**config.mk**
```make
export PLATFORM = sky130hd
export DESIGN_NAME = ppdq_ctrl
export DESIGN_NICKNAME = d
export VERILOG_FILES = /design/src/ppdq_pkg.sv /design/src/ppdq_ctrl.sv
export SDC_FILE = /design/constraint.sdc
export NUM_CORES = 1
export LEC_CHECK = 0
export ABC_AREA = 1
export BUFFER_PORTS_ARGS = -buffer_cell sky130_fd_sc_hd__buf_2
export CORE_ASPECT_RATIO = 0.9
export CORE_UTILIZATION = 45
export DETAILED_ROUTE_END_ITERATION = 10
export GPL_TIMING_DRIVEN = 0
export PLACE_DENSITY = 0.72
export SETUP_SLACK_MARGIN = 0.4
export SLEW_MARGIN = 5
export SYNTH_ARGS = -nofsm -noshare
export SYNTH_HDL_FRONTEND = slang
export SYNTH_SLANG_ARGS = --single-unit
```
**constraint.sdc**
```tcl
create_clock -name clock -period 2.5 [get_ports clock]
set_input_delay 0 -clock clock [delete_from_list [all_inputs] [get_ports clock]]
set_output_delay 0 -clock clock [all_outputs]
set_load 0.1 [all_outputs]
```
**src/ppdq_pkg.sv**
```systemverilog
// Shared types and codes for the ping-pong drop queue.
// No dependencies; imported by the top, the controller and the testbench.
package ppdq_pkg;

   // Widths fixed by the channel fields
   localparam int DATA_W = 32;
   localparam int WIDE_W = 64;

   // Request operation codes
   localparam logic FUNC_PUSH = 1'b0;
   localparam logic FUNC_POP  = 1'b1;

   typedef enum logic [1:0] {
      WARN_NONE       = 2'd0,
      WARN_RECOVERED  = 2'd1,
      WARN_FIRST_DROP = 2'd2
   } warn_type;

   // Result flags travelling from the controller down the pipeline
   typedef struct packed {
      logic     pop_valid;
      logic     dropped;
      warn_type warn_event;
   } flags_type;

endpackage

```
**src/ppdq_ctrl.sv**
```systemverilog
// Queue controller: bank select, counters, drop warning and stop register.
// Depends on ppdq_pkg; drives the bank store's write and read ports.
module ppdq_ctrl #(
   parameter int BANK_DEPTH = 256,
   parameter int ADDR_WIDTH = $clog2(2 * BANK_DEPTH)
) (
   input  logic                    clock,
   input  logic                    reset,
   input  logic                    csr_write_enable,
   input  logic                    csr_write_data,
   input  logic                    accept,
   input  logic                    func,
   output ppdq_pkg::flags_type     flags,
   output logic                    wr_en,
   output logic [ADDR_WIDTH-1:0]   wr_addr,
   output logic                    rd_en,
   output logic [ADDR_WIDTH-1:0]   rd_addr
);
   import ppdq_pkg::*;

   localparam int CW = $clog2(BANK_DEPTH + 1);
   localparam int IW = (BANK_DEPTH > 1) ? $clog2(BANK_DEPTH) : 1;

   logic          stopped_ff, stopped_in;
   logic          write_bank_sel_ff, write_bank_sel_in;
   logic [CW-1:0] write_count_ff, write_count_in;
   logic [CW-1:0] read_index_ff, read_index_in;
   logic [CW-1:0] read_count_ff, read_count_in;
   logic          full_warned_ff, full_warned_in;

   logic          has_room;
   logic          read_done;
   logic          swap;
   logic          rd_bank;
   logic [IW-1:0] wr_idx;
   logic [IW-1:0] rd_idx;

   assign has_room  = write_count_ff < CW'(BANK_DEPTH);
   assign read_done = read_index_ff >= read_count_ff;
   assign swap      = read_done && (write_count_ff != '0);
   assign wr_idx    = write_count_ff[IW-1:0];
   assign rd_idx    = swap ? '0 : read_index_ff[IW-1:0];
   // after a swap the old write bank becomes the read bank
   assign rd_bank   = swap ? write_bank_sel_ff : ~write_bank_sel_ff;

   assign wr_addr = ADDR_WIDTH'(wr_idx)
                  + (write_bank_sel_ff ? ADDR_WIDTH'(BANK_DEPTH) : '0);
   assign rd_addr = ADDR_WIDTH'(rd_idx)
                  + (rd_bank ? ADDR_WIDTH'(BANK_DEPTH) : '0);

   always_comb begin
      stopped_in        = csr_write_enable ? csr_write_data : stopped_ff;
      write_bank_sel_in = write_bank_sel_ff;
      write_count_in    = write_count_ff;
      read_index_in     = read_index_ff;
      read_count_in     = read_count_ff;
      full_warned_in    = full_warned_ff;
      flags             = '{pop_valid: 1'b0, dropped: 1'b0, warn_event: WARN_NONE};
      wr_en             = 1'b0;
      rd_en             = 1'b0;
      if (accept) begin
         case (func)
            FUNC_PUSH: begin
               if (!stopped_ff) begin
                  if (has_room) begin
                     wr_en          = 1'b1;
                     write_count_in = write_count_ff + CW'(1);
                     if (full_warned_ff) begin
                        full_warned_in   = 1'b0;
                        flags.warn_event = WARN_RECOVERED;
                     end
                  end else begin
                     flags.dropped = 1'b1;
                     if (!full_warned_ff) begin
                        full_warned_in   = 1'b1;
                        flags.warn_event = WARN_FIRST_DROP;
                     end
                  end
               end
            end
            default: begin
               if (!read_done || swap) begin
                  rd_en           = 1'b1;
                  flags.pop_valid = 1'b1;
                  if (swap) begin
                     write_bank_sel_in = ~write_bank_sel_ff;
                     read_count_in     = write_count_ff;
                     write_count_in    = '0;
                     read_index_in     = CW'(1);
                  end else begin
                     read_index_in = read_index_ff + CW'(1);
                  end
               end
            end
         endcase
      end
   end

   always_ff @(posedge clock) begin
      if (reset) begin
         stopped_ff        <= 1'b0;
         write_bank_sel_ff <= 1'b0;
         write_count_ff    <= '0;
         read_index_ff     <= '0;
         read_count_ff     <= '0;
         full_warned_ff    <= 1'b0;
      end else begin
         stopped_ff        <= stopped_in;
         write_bank_sel_ff <= write_bank_sel_in;
         write_count_ff    <= write_count_in;
         read_index_ff     <= read_index_in;
         read_count_ff     <= read_count_in;
         full_warned_ff    <= full_warned_in;
      end
   end

   a_read_in_range: assert property (@(posedge clock) disable iff (reset)
      read_index_ff <= read_count_ff)
      else $error("read index beyond read count");

   a_write_in_range: assert property (@(posedge clock) disable iff (reset)
      write_count_ff <= CW'(BANK_DEPTH))
      else $error("write count beyond bank depth");

   a_drop_needs_full: assert property (@(posedge clock) disable iff (reset)
      flags.dropped |-> !has_room && !wr_en && !rd_en)
      else $error("drop flagged while the write bank has room");

   a_swap_resets_write: assert property (@(posedge clock) disable iff (reset)
      accept && func == FUNC_POP && swap |=> write_count_ff == '0 && read_index_ff == CW'(1))
      else $error("bank swap did not restart the counters");

endmodule

```
==> results.cfg, run 1 <==
[timing]
setup_viol = 0
drv_slew = 0
final_hold_viol_count = 0
tightestPinTransition_ps = 581
relSlewSlack = 0.613
fin_ws_ps = 499
fin_crit_ps = 2000
finalClockSkew_ps = 3.16
fmax_mhz = 500
grt_setup_unrepaired = false
setup_tns_ps = 0
fin_crit_sh = 0.800

[critical_path]
worstSetupPathType = flip-flop to output port
start_kind = flip-flop
critical_path_arrival_ps = 2000
crit_required_ps = 2500
crit_path_end_kind = output port
cp_max_fo = 5

[yosys]
synth.avg_cell_area_um2 = 6.89
synth_top_area_cell = dfxtp_1
synth.top_cell.area_share = 0.311
ys_warn_count = 0
synth.area.top_cells = dfxtp_1 31%, nand2_1 10%, inv_1 8.6%
yosysSeqAreaShare = 0.311
synth_nets = 298
synth_cell_type_count = 29
ys_ff_latch = 30
syn_area_um2 = 1930
synthCells = 280

[detailed_routing]
dr.pass1.iters = 8
totalWireLength_mm = 4.34
routedWlPerCell_um = 11.5
drtIter0Drc = 131
dr_total_vias = 1842
drtAntennaViolNets = 0
drc_errors = 4
vias_per_cell = 4.90

[power_and_ir_drop]
power_density_nw_per_um2 = 563
power_w = 0.00141
ir_drop_uv = 342
leakagePower_nw = 1.15

[layout]
syn_to_final_growth_pct = 30.1
final_cell_mix = 47 x nand2_1, 43 x inv_1, 32 x a21oi_1
layout-drive-gt1-share = 0.296
final_cell_area_um2 = 2510
layout_commonest_cell = nand2_1
layout.nets = 347
num_antenna_cells = 0

[floorplan]
rows = 22
start_util = 0.470
ios = 30
coreArea_um2 = 4100
dieArea_um2 = 4550
die_y_um = 64.1
die_w_um = 71

[placed_design]
place_area_um2 = 2140
pre_cts_ws_ps = 328
gp_congestion = 0.777
dpl.hpwl_mm = 3.05
io_buffers = 29

[global_route]
antenna_found_initial = 0
grt_pass1_vias = 1618
grt_start_max_net_pins = 12
grt_pass1_wl_mm = 7.27
globalRouteTotalUtil = 0.205
grt-ovfl-total = 0

[cts]
cts.sinks = 30
numCtsBuffers = 5
cts_root_buf = clkbuf_8
cts_max_level = 2
insertion_delay_ps = 280
cts_tree = done
max-clock-path-buffers = 2
clkTransAtPathRegs_ps = 60

[worst_hold_path]
hp-class = input pin to flip-flop

[flow_run]
cap_viol_max_count = 0

[outcome]
violations = design-rule violations
status = finished, violations left
## path summary, 6_finish.rpt
path                          from                end  slack, ps  depth (start not counted)
setup reg to reg  read_index_ff[6]   read_index_ff[2]        640                         10
hold / removal                func  write_count_ff[7]        100                          4
hold reg to reg   read_count_ff[2]   read_count_ff[2]        460                          2
setup / recovery  read_index_ff[6]         rd_addr[8]        500                          9
## stage by stage
| step | hold WS (ps) | instances | utilization |
|---|---|---|---|
| final | 96.3 | 376 | 0.612 |
| after global routing | 130 | 376 | 0.612 |
| after CTS | 90.0 | 366 | 0.575 |
| after detailed placement | 202 | 357 | 0.523 |
| after global placement | 192 | 357 | 0.523 |
| after floorplan | 69.1 | 280 | - |
## critical path, cell delays in order (launching register included)
cell and delay (ps):
dfxtp_2 340, ha_1 300, nand2_1 70, nand2_1 80, a21oi_4 220, nand3_4 150, nand2_4 120, xor2_1 140
buf_4 130, buf_12 160
## cell usage after synthesis (all sizes together)
master / number
a211oi: 1
a21oi: 33
buf: 16
clkbuf: 2
dfxtp: 30
ha: 12
inv: 45
nand2: 56
nand3: 20
nand4: 3
nor2: 36
nor3: 6
nor3b: 1
o21ai: 12
o31ai: 1
xnor2: 1
xor2: 5
## sequential cells by signal, indices dropped and copies added, names as in the netlist
| name | cells |
|---|---|
| read_count_ff | 9 |
| write_count_ff | 9 |
| read_index_ff | 9 |
| write_bank_sel_ff | 1 |
| stopped_ff | 1 |
| full_warned_ff | 1 |
## final cells by class
type,count,area [µm²]
well taps,48,60.1
fillers,378,1590
multi-input cells,187,1100
flip-flops and latches,30,607
clock buffers,6,82.6
inverters,45,171
plain buffers,18,146
repair buffers,42,337
## what timing repair did
action / 4_1_cts / 5_1_grt
setup endpoints to repair: 11 / 11
gates resized for setup: 32 / 19
hold buffers: 3 / 0
buffers inserted: 0 / 10
pin swaps: 0 / 6
endpoints found under the hold margin: 5 / 0
## metal layers
metal,up-vias,GRT usage,part of all wire
met5,-,0,0
met4,0,0.0875,0.015
met3,7,0.0426,0.031
met2,33,0.351,0.49
met1,829,0.249,0.47
li1,973,-,-
## report_power, final
part	switching, W	internal, W	total (W)
sequential	0.0000144	0.000498	0.000512
combinational	0.000335	0.000181	0.000516
clock	0.000173	0.000212	0.000385
total	0.000522	0.000890	0.00141
## kinds of logic (layout without fill, tap and decap cells)
group,Yosys count,in the layout,synth area share
adder cells (fa/ha/maj),12,12,0.0779
AND/OR/NAND/NOR,122,122,0.289
XOR/XNOR,6,6,0.0273
buffers and inverters,63,111,0.162
flip-flops,30,30,0.311
AO/OA/AOI/OAI,47,47,0.132
(Power assumes the default switching activity.)
==> run 2, diff against run 1 <==
- ABC_AREA: 1 -> 0
- PLACE_DENSITY: 0.72 -> 0.74
- clock period: 2.5 -> 1.6 ns (I/O delays scaled with it)
==> run 2 against run 1 <==
The flow finishes with violations (negative setup slack). Die area increased by 2.3%. Non-clock buffer count increased by 15. Cell area increased by 27%. Setup slack got worse by 1000 ps. Via count increased by 3.1%. Clock skew decreased by 0.92 ps. Critical path depth unchanged. Clock power increased to 2.5 times the previous value. Count of clock-buffer cells in the layout unchanged. Flip-flop and latch count unchanged. Critical endpoint is now write_bank_sel_ff.
==> results.cfg, run 2 <==
[outcome]
status = finished, violations left
violations = negative setup slack

[critical_path]
slowest_delay_ps = 330
slowest_stage = dfxtp_2
crit_path_end_kind = flip-flop
critical_path_arrival_ps = 2280
r2r_setup_slack_ps = -510
crit_required_ps = 1770
cpMostUsedCell = buf_6
rr_startpoint = read_count_ff[8]
worstSetupStartpoint = read_count_ff[8]
cp_max_fo = 7
cp_cell_sequence = inv_2 -> ha_4 -> nand4_1 -> nor2_2 -> a21oi_4 -> buf_6 -> a211oi_4 -> buf_6 -> mux2_4
start_kind = flip-flop
worstSetupPathType = flip-flop to flip-flop

[timing]
drv_slew = 0
grt_setup_unrepaired = true
tightestPinTransition_ps = 695
relSlewSlack = 0.537
fin_crit_ps = 2110
final_hold_viol_count = 0
finalClockSkew_ps = 2.24
fin_crit_sh = 1.32
whs_ps = 78.1
fmax_mhz = 474
fin_ws_ps = -511
setup_viol = 39

[detailed_routing]
totalWireLength_mm = 5.39
drtAntennaViolNets = 0
dr.pass1.iters = 4
drtIter0Drc = 113
dr_total_vias = 1900
drc_errors = 0
vias_per_cell = 5.51
routedWlPerCell_um = 15.6

[yosys]
synth_cell_type_count = 49
synth_most_common_cell = dfxtp_1
synthCells = 236
ys_top_cells_by_count = 30 x dfxtp_1, 17 x nand2_1, 17 x nand2b_1
synth.avg_cell_area_um2 = 8.37
synth_top_area_cell = dfxtp_1
ys_ff_latch = 30
yosysSeqAreaShare = 0.304
synthFlopType = dfxtp_1
synth.top_cell.area_share = 0.304
syn_area_um2 = 1970
synth-edff-count = 0
synth_nets = 254
async_reset_ff_frac = 0
ys_warn_count = 0
synth.area.top_cells = dfxtp_1 30%, ha_1 7.6%, mux2i_1 5.6%

[layout]
layout-drive-gt1-share = 0.508
final_cell_mix = 33 x buf_4, 17 x nand2b_1, 17 x buf_12
layout.nets = 314
syn_to_final_growth_pct = 60.8
largestRegisters = read_count_ff: 9 flops, read_index_ff: 9 flops, write_count_ff: 9 flops
num_antenna_cells = 0
layout_commonest_cell = buf_4
final_cell_area_um2 = 3170

[cts]
clkTransAtPathRegs_ps = 70
cts_max_level = 2
cts.sinks = 30
insertion_delay_ps = 280
cts_root_buf = clkbuf_8
cts_tree = done
numCtsBuffers = 5
max-clock-path-buffers = 2

[placed_design]
place_area_um2 = 2390
gp_congestion = 0.828
dpl.hpwl_mm = 3.33
io_buffers = 29
pre_cts_ws_ps = -798

[floorplan]
coreArea_um2 = 4130
ios = 30
start_util = 0.478
rows = 22
die_y_um = 64.8
dieArea_um2 = 4660
die_w_um = 71.8

[power_and_ir_drop]
leakagePower_nw = 1.18
ir_drop_uv = 456
power_density_nw_per_um2 = 670

[global_route]
grt-ovfl-total = 0
globalRouteTotalUtil = 0.253
grt_pass1_vias = 1929
grt_pass1_wl_mm = 9.04
grt_start_max_net_pins = 11
antenna_found_initial = 0

[flow_run]
cap_viol_max_count = 0

[worst_hold_path]
hp-class = input pin to flip-flop
min_from = accept
==> run 2: cell families after synthesis <==
kind of cell	count (synthesis)	share of synthesized area
AND/OR/NAND/NOR	93	0.273
AO/OA/AOI/OAI	47	0.153
buffers and inverters	34	0.0976
flip-flops	30	0.304
multiplexers	12	0.0615
adder cells (fa/ha/maj)	12	0.0760
XOR/XNOR	8	0.0355
==> run 2: per-stage QoR <==
step | std cells | util | TNS [ps] | total power, W
floorplan | 236 | - | -9420 | 0.00102
global placement | 313 | 0.579 | -11480 | 0.00106
detailed placement | 313 | 0.579 | -12660 | 0.00107
CTS | 342 | 0.743 | -16100 | 0.00212
global route | 345 | 0.769 | -19440 | 0.00220
finish | 345 | 0.769 | -16030 | 0.00213
==> run 2: path summary, 6_finish.rpt <==
check                           end  depth (start not counted)
setup / recovery  write_bank_sel_ff                          9
hold / removal       full_warned_ff                          4
setup reg to reg  write_bank_sel_ff                          9
hold reg to reg    read_count_ff[7]                          2
==> run 2: routing by layer <==
layer | up-vias | global-route usage | routed length (µm)
met5 | - | 0 | 0
met4 | 0 | 0.105 | 82
met3 | 8 | 0.0544 | 186
met2 | 39 | 0.443 | 2700
met1 | 913 | 0.298 | 2410
li1 | 940 | - | -
==> run 2: report_power, final <==
group,total (W),internal [W],leakage [nW],switching (W)
combinational,0.000404,0.000165,0.856,0.000240
clock,0.000965,0.000664,0.0714,0.000300
sequential,0.000758,0.000747,0.254,0.0000105
total,0.00213,0.00158,1.18,0.000550
==> run 2: timing repair <==
| action | CTS | global route |
|---|---|---|
| cloned | 2 | 0 |
| endpoints found under the setup margin | 52 | 46 |
| hold buffers | 2 | 0 |
| pin swaps | 9 | 15 |
| buffers inserted | 17 | 3 |
| endpoints found under the hold margin | 1 | 0 |
| resized for setup | 94 | 23 |
==> run 2: final cells by class <==
type / count / area (µm²)
Multi-Input combinational cell: 172 / 1460
Fill cell: 276 / 955
Timing Repair Buffer: 53 / 648
Sequential cell: 30 / 638
Buffer: 22 / 174
Clock buffer: 6 / 82.6
Clock inverter: 2 / 60.1
Tap cell: 48 / 60.1
Inverter: 12 / 47.5
==> run 2: worst max-delay path, delay by kind of cell (launching register included) <==
kind	cells	cell delay [ps]
compound gates	2	340
fa+ha+maj	1	260
buf+inv	3	360
flops	1	330
mux	1	300
simple gates	2	400
==> run 3, diff against run 2 <==
- PLACE_DENSITY: 0.74 -> not set
- PLACE_DENSITY_LB_ADDON: not set -> 0.15
- clock period: 1.6 -> 1.8 ns (I/O delays scaled with it)
==> run 3 against run 2 <==
Total power is 12% lower. Clock power is 10% lower. Cell area is 3.9% lower. Core utilization is 3.0 points lower. Highest routed layer unchanged. Register-to-register slack better by 280 ps. Combinational power is 16% lower. Non-clock buffer count stayed put. The flow still finishes with violations (negative setup slack). Die area stayed put. Via count is 0.79% lower. Wire length is 6.0% lower. First-iteration DRC count is 4.4% higher.
==> results.cfg, run 3 (same netlist as run 2, synthesis figures left out) <==
[cts]
numCtsBuffers = 5
cts_max_level = 2
cts_tree = done
insertion_delay_ps = 290
max-clock-path-buffers = 2
cts_root_buf = clkbuf_8
clkTransAtPathRegs_ps = 60
cts.sinks = 30

[detailed_routing]
drtIter0Drc = 118
dr.pass1.iters = 4
drc_errors = 0
routedWlPerCell_um = 14.7
drtAntennaViolNets = 0
dr_total_vias = 1885
totalWireLength_mm = 5.07
vias_per_cell = 5.46

[power_and_ir_drop]
p_int_w = 0.00139
sw_frac_of_total = 0.259
ir_drop_uv = 443
power_frac_clock = 0.462
leakagePower_nw = 1.17
power_density_nw_per_um2 = 616
combPwrFrac = 0.180
p_seq_frac = 0.359
power_switching_w = 0.000487

[timing]
final_hold_viol_count = 0
whs_ps = 61.8
finalClockSkew_ps = 7.04
drv_slew = 0
tightestPinTransition_ps = 571
fin_crit_sh = 1.17
grt_setup_unrepaired = true
relSlewSlack = 0.619
fin_ws_ps = -300
fmax_mhz = 476
fin_crit_ps = 2100
setup_viol = 30

[critical_path]
r2r_setup_slack_ps = -230
reg2reg_depth = 9
worstSetupPathType = flip-flop to output port
rr_startpoint = read_count_ff[6]
r2r_end = write_bank_sel_ff
crit_required_ps = 1800
start_kind = flip-flop
critical_path_arrival_ps = 2100
cp_max_fo = 4
crit_path_end_kind = output port
worstSetupStartpoint = read_count_ff[6]

[placed_design]
gp_congestion = 0.786
place_area_um2 = 2380
dpl.hpwl_mm = 3.18
io_buffers = 29

[layout]
largestRegisters = read_count_ff: 9 flops, read_index_ff: 9 flops, write_count_ff: 9 flops
final_cell_mix = 27 x buf_4, 17 x nand2b_1, 16 x nand2_1
layout.nets = 314
layout_commonest_cell = buf_4
layout-drive-gt1-share = 0.465
num_antenna_cells = 0
syn_to_final_growth_pct = 54.4
final_cell_area_um2 = 3050
fillers = 291

[floorplan]
dieArea_um2 = 4660
die_w_um = 71.8
die_y_um = 64.8
start_util = 0.478
rows = 22
ios = 30
coreArea_um2 = 4130

[global_route]
grt_start_max_net_pins = 11
antenna_found_initial = 0
grt-ovfl-total = 0
grt_pass1_vias = 1834
grt_pass1_wl_mm = 8.52
globalRouteTotalUtil = 0.238

[outcome]
violations = negative setup slack
status = finished, violations left

[worst_hold_path]
min_from = accept
hp-class = input pin to flip-flop
holdPathEnd = full_warned_ff
hold-path-cell-count = 4

[flow_run]
cap_viol_max_count = 0
==> run 3: repair_timing <==
item | in CTS | in global routing
resized for setup | 72 | 11
endpoints found under the hold margin | 1 | 0
setup endpoints to repair | 43 | 40
hold buffers | 2 | 0
cloned | 2 | 0
pin swaps | 12 | 8
buffers inserted | 18 | 2
==> run 3: power by group through the flow <==
| stage | Sequential (W) | Combinational, W | Clock, W |
|---|---|---|---|
| 6_report | 0.000673 | 0.000338 | 0.000867 |
| 2_1_floorplan | 0.000693 | 0.000211 | 0 |
| 4_1_cts | 0.000674 | 0.000334 | 0.000882 |
| 3_5_place_dp | 0.000696 | 0.000253 | 0 |
| 5_1_grt | 0.000674 | 0.000353 | 0.000911 |
| 3_3_place_gp | 0.000696 | 0.000251 | 0 |
==> run 3: metrics by stage <==
step	instances	total power, W	setup slack (ps)	setup TNS [ps]	utilization
6_report	345	0.00188	-300	-5930	0.738
5_1_grt	345	0.00194	-392	-9610	0.738
4_1_cts	343	0.00189	-352	-7370	0.728
3_5_place_dp	313	0.000948	-582	-5630	0.578
3_3_place_gp	313	0.000947	-572	-5300	0.578
2_1_floorplan	236	0.000904	-614	-4610	-
==> run 3: area by class of cell <==
type	count	area, µm²	share of cell area
Multi-Input combinational cell	172	1400	0.460
Sequential cell	30	632	0.207
Timing Repair Buffer	53	589	0.193
Buffer	22	174	0.0570
Clock buffer	6	82.6	0.0271
Clock inverter	2	60.1	0.0197
Tap cell	48	60.1	0.0197
Inverter	12	47.5	0.0156
==> run 3: layer usage <==
layer,global-route usage,share of wire,wire length (µm)
met1,0.294,0.45,2260
met3,0.0373,0.044,224
met5,0,0,0
met4,0.0907,0.016,82
met2,0.414,0.49,2500
==> run 3: worst max-delay path by stage <==
stage                         to  cells past startpoint
3_5_place_dp          rd_addr[8]                      8
4_1_cts               rd_addr[2]                      9
5_1_grt               rd_addr[2]                      9
2_1_floorplan  write_count_ff[6]                      5
3_3_place_gp          rd_addr[8]                      8
6_report              rd_addr[2]                      9
==> run 3: critical path, stage by stage (launching register included) <==
cell,delay [ps]
dfxtp_2,330
inv_2,40
ha_4,250
nand4_1,180
nor2_2,210
a21oi_4,100
a21oi_4,190
buf_6,150
and2b_4,190
buf_12,160
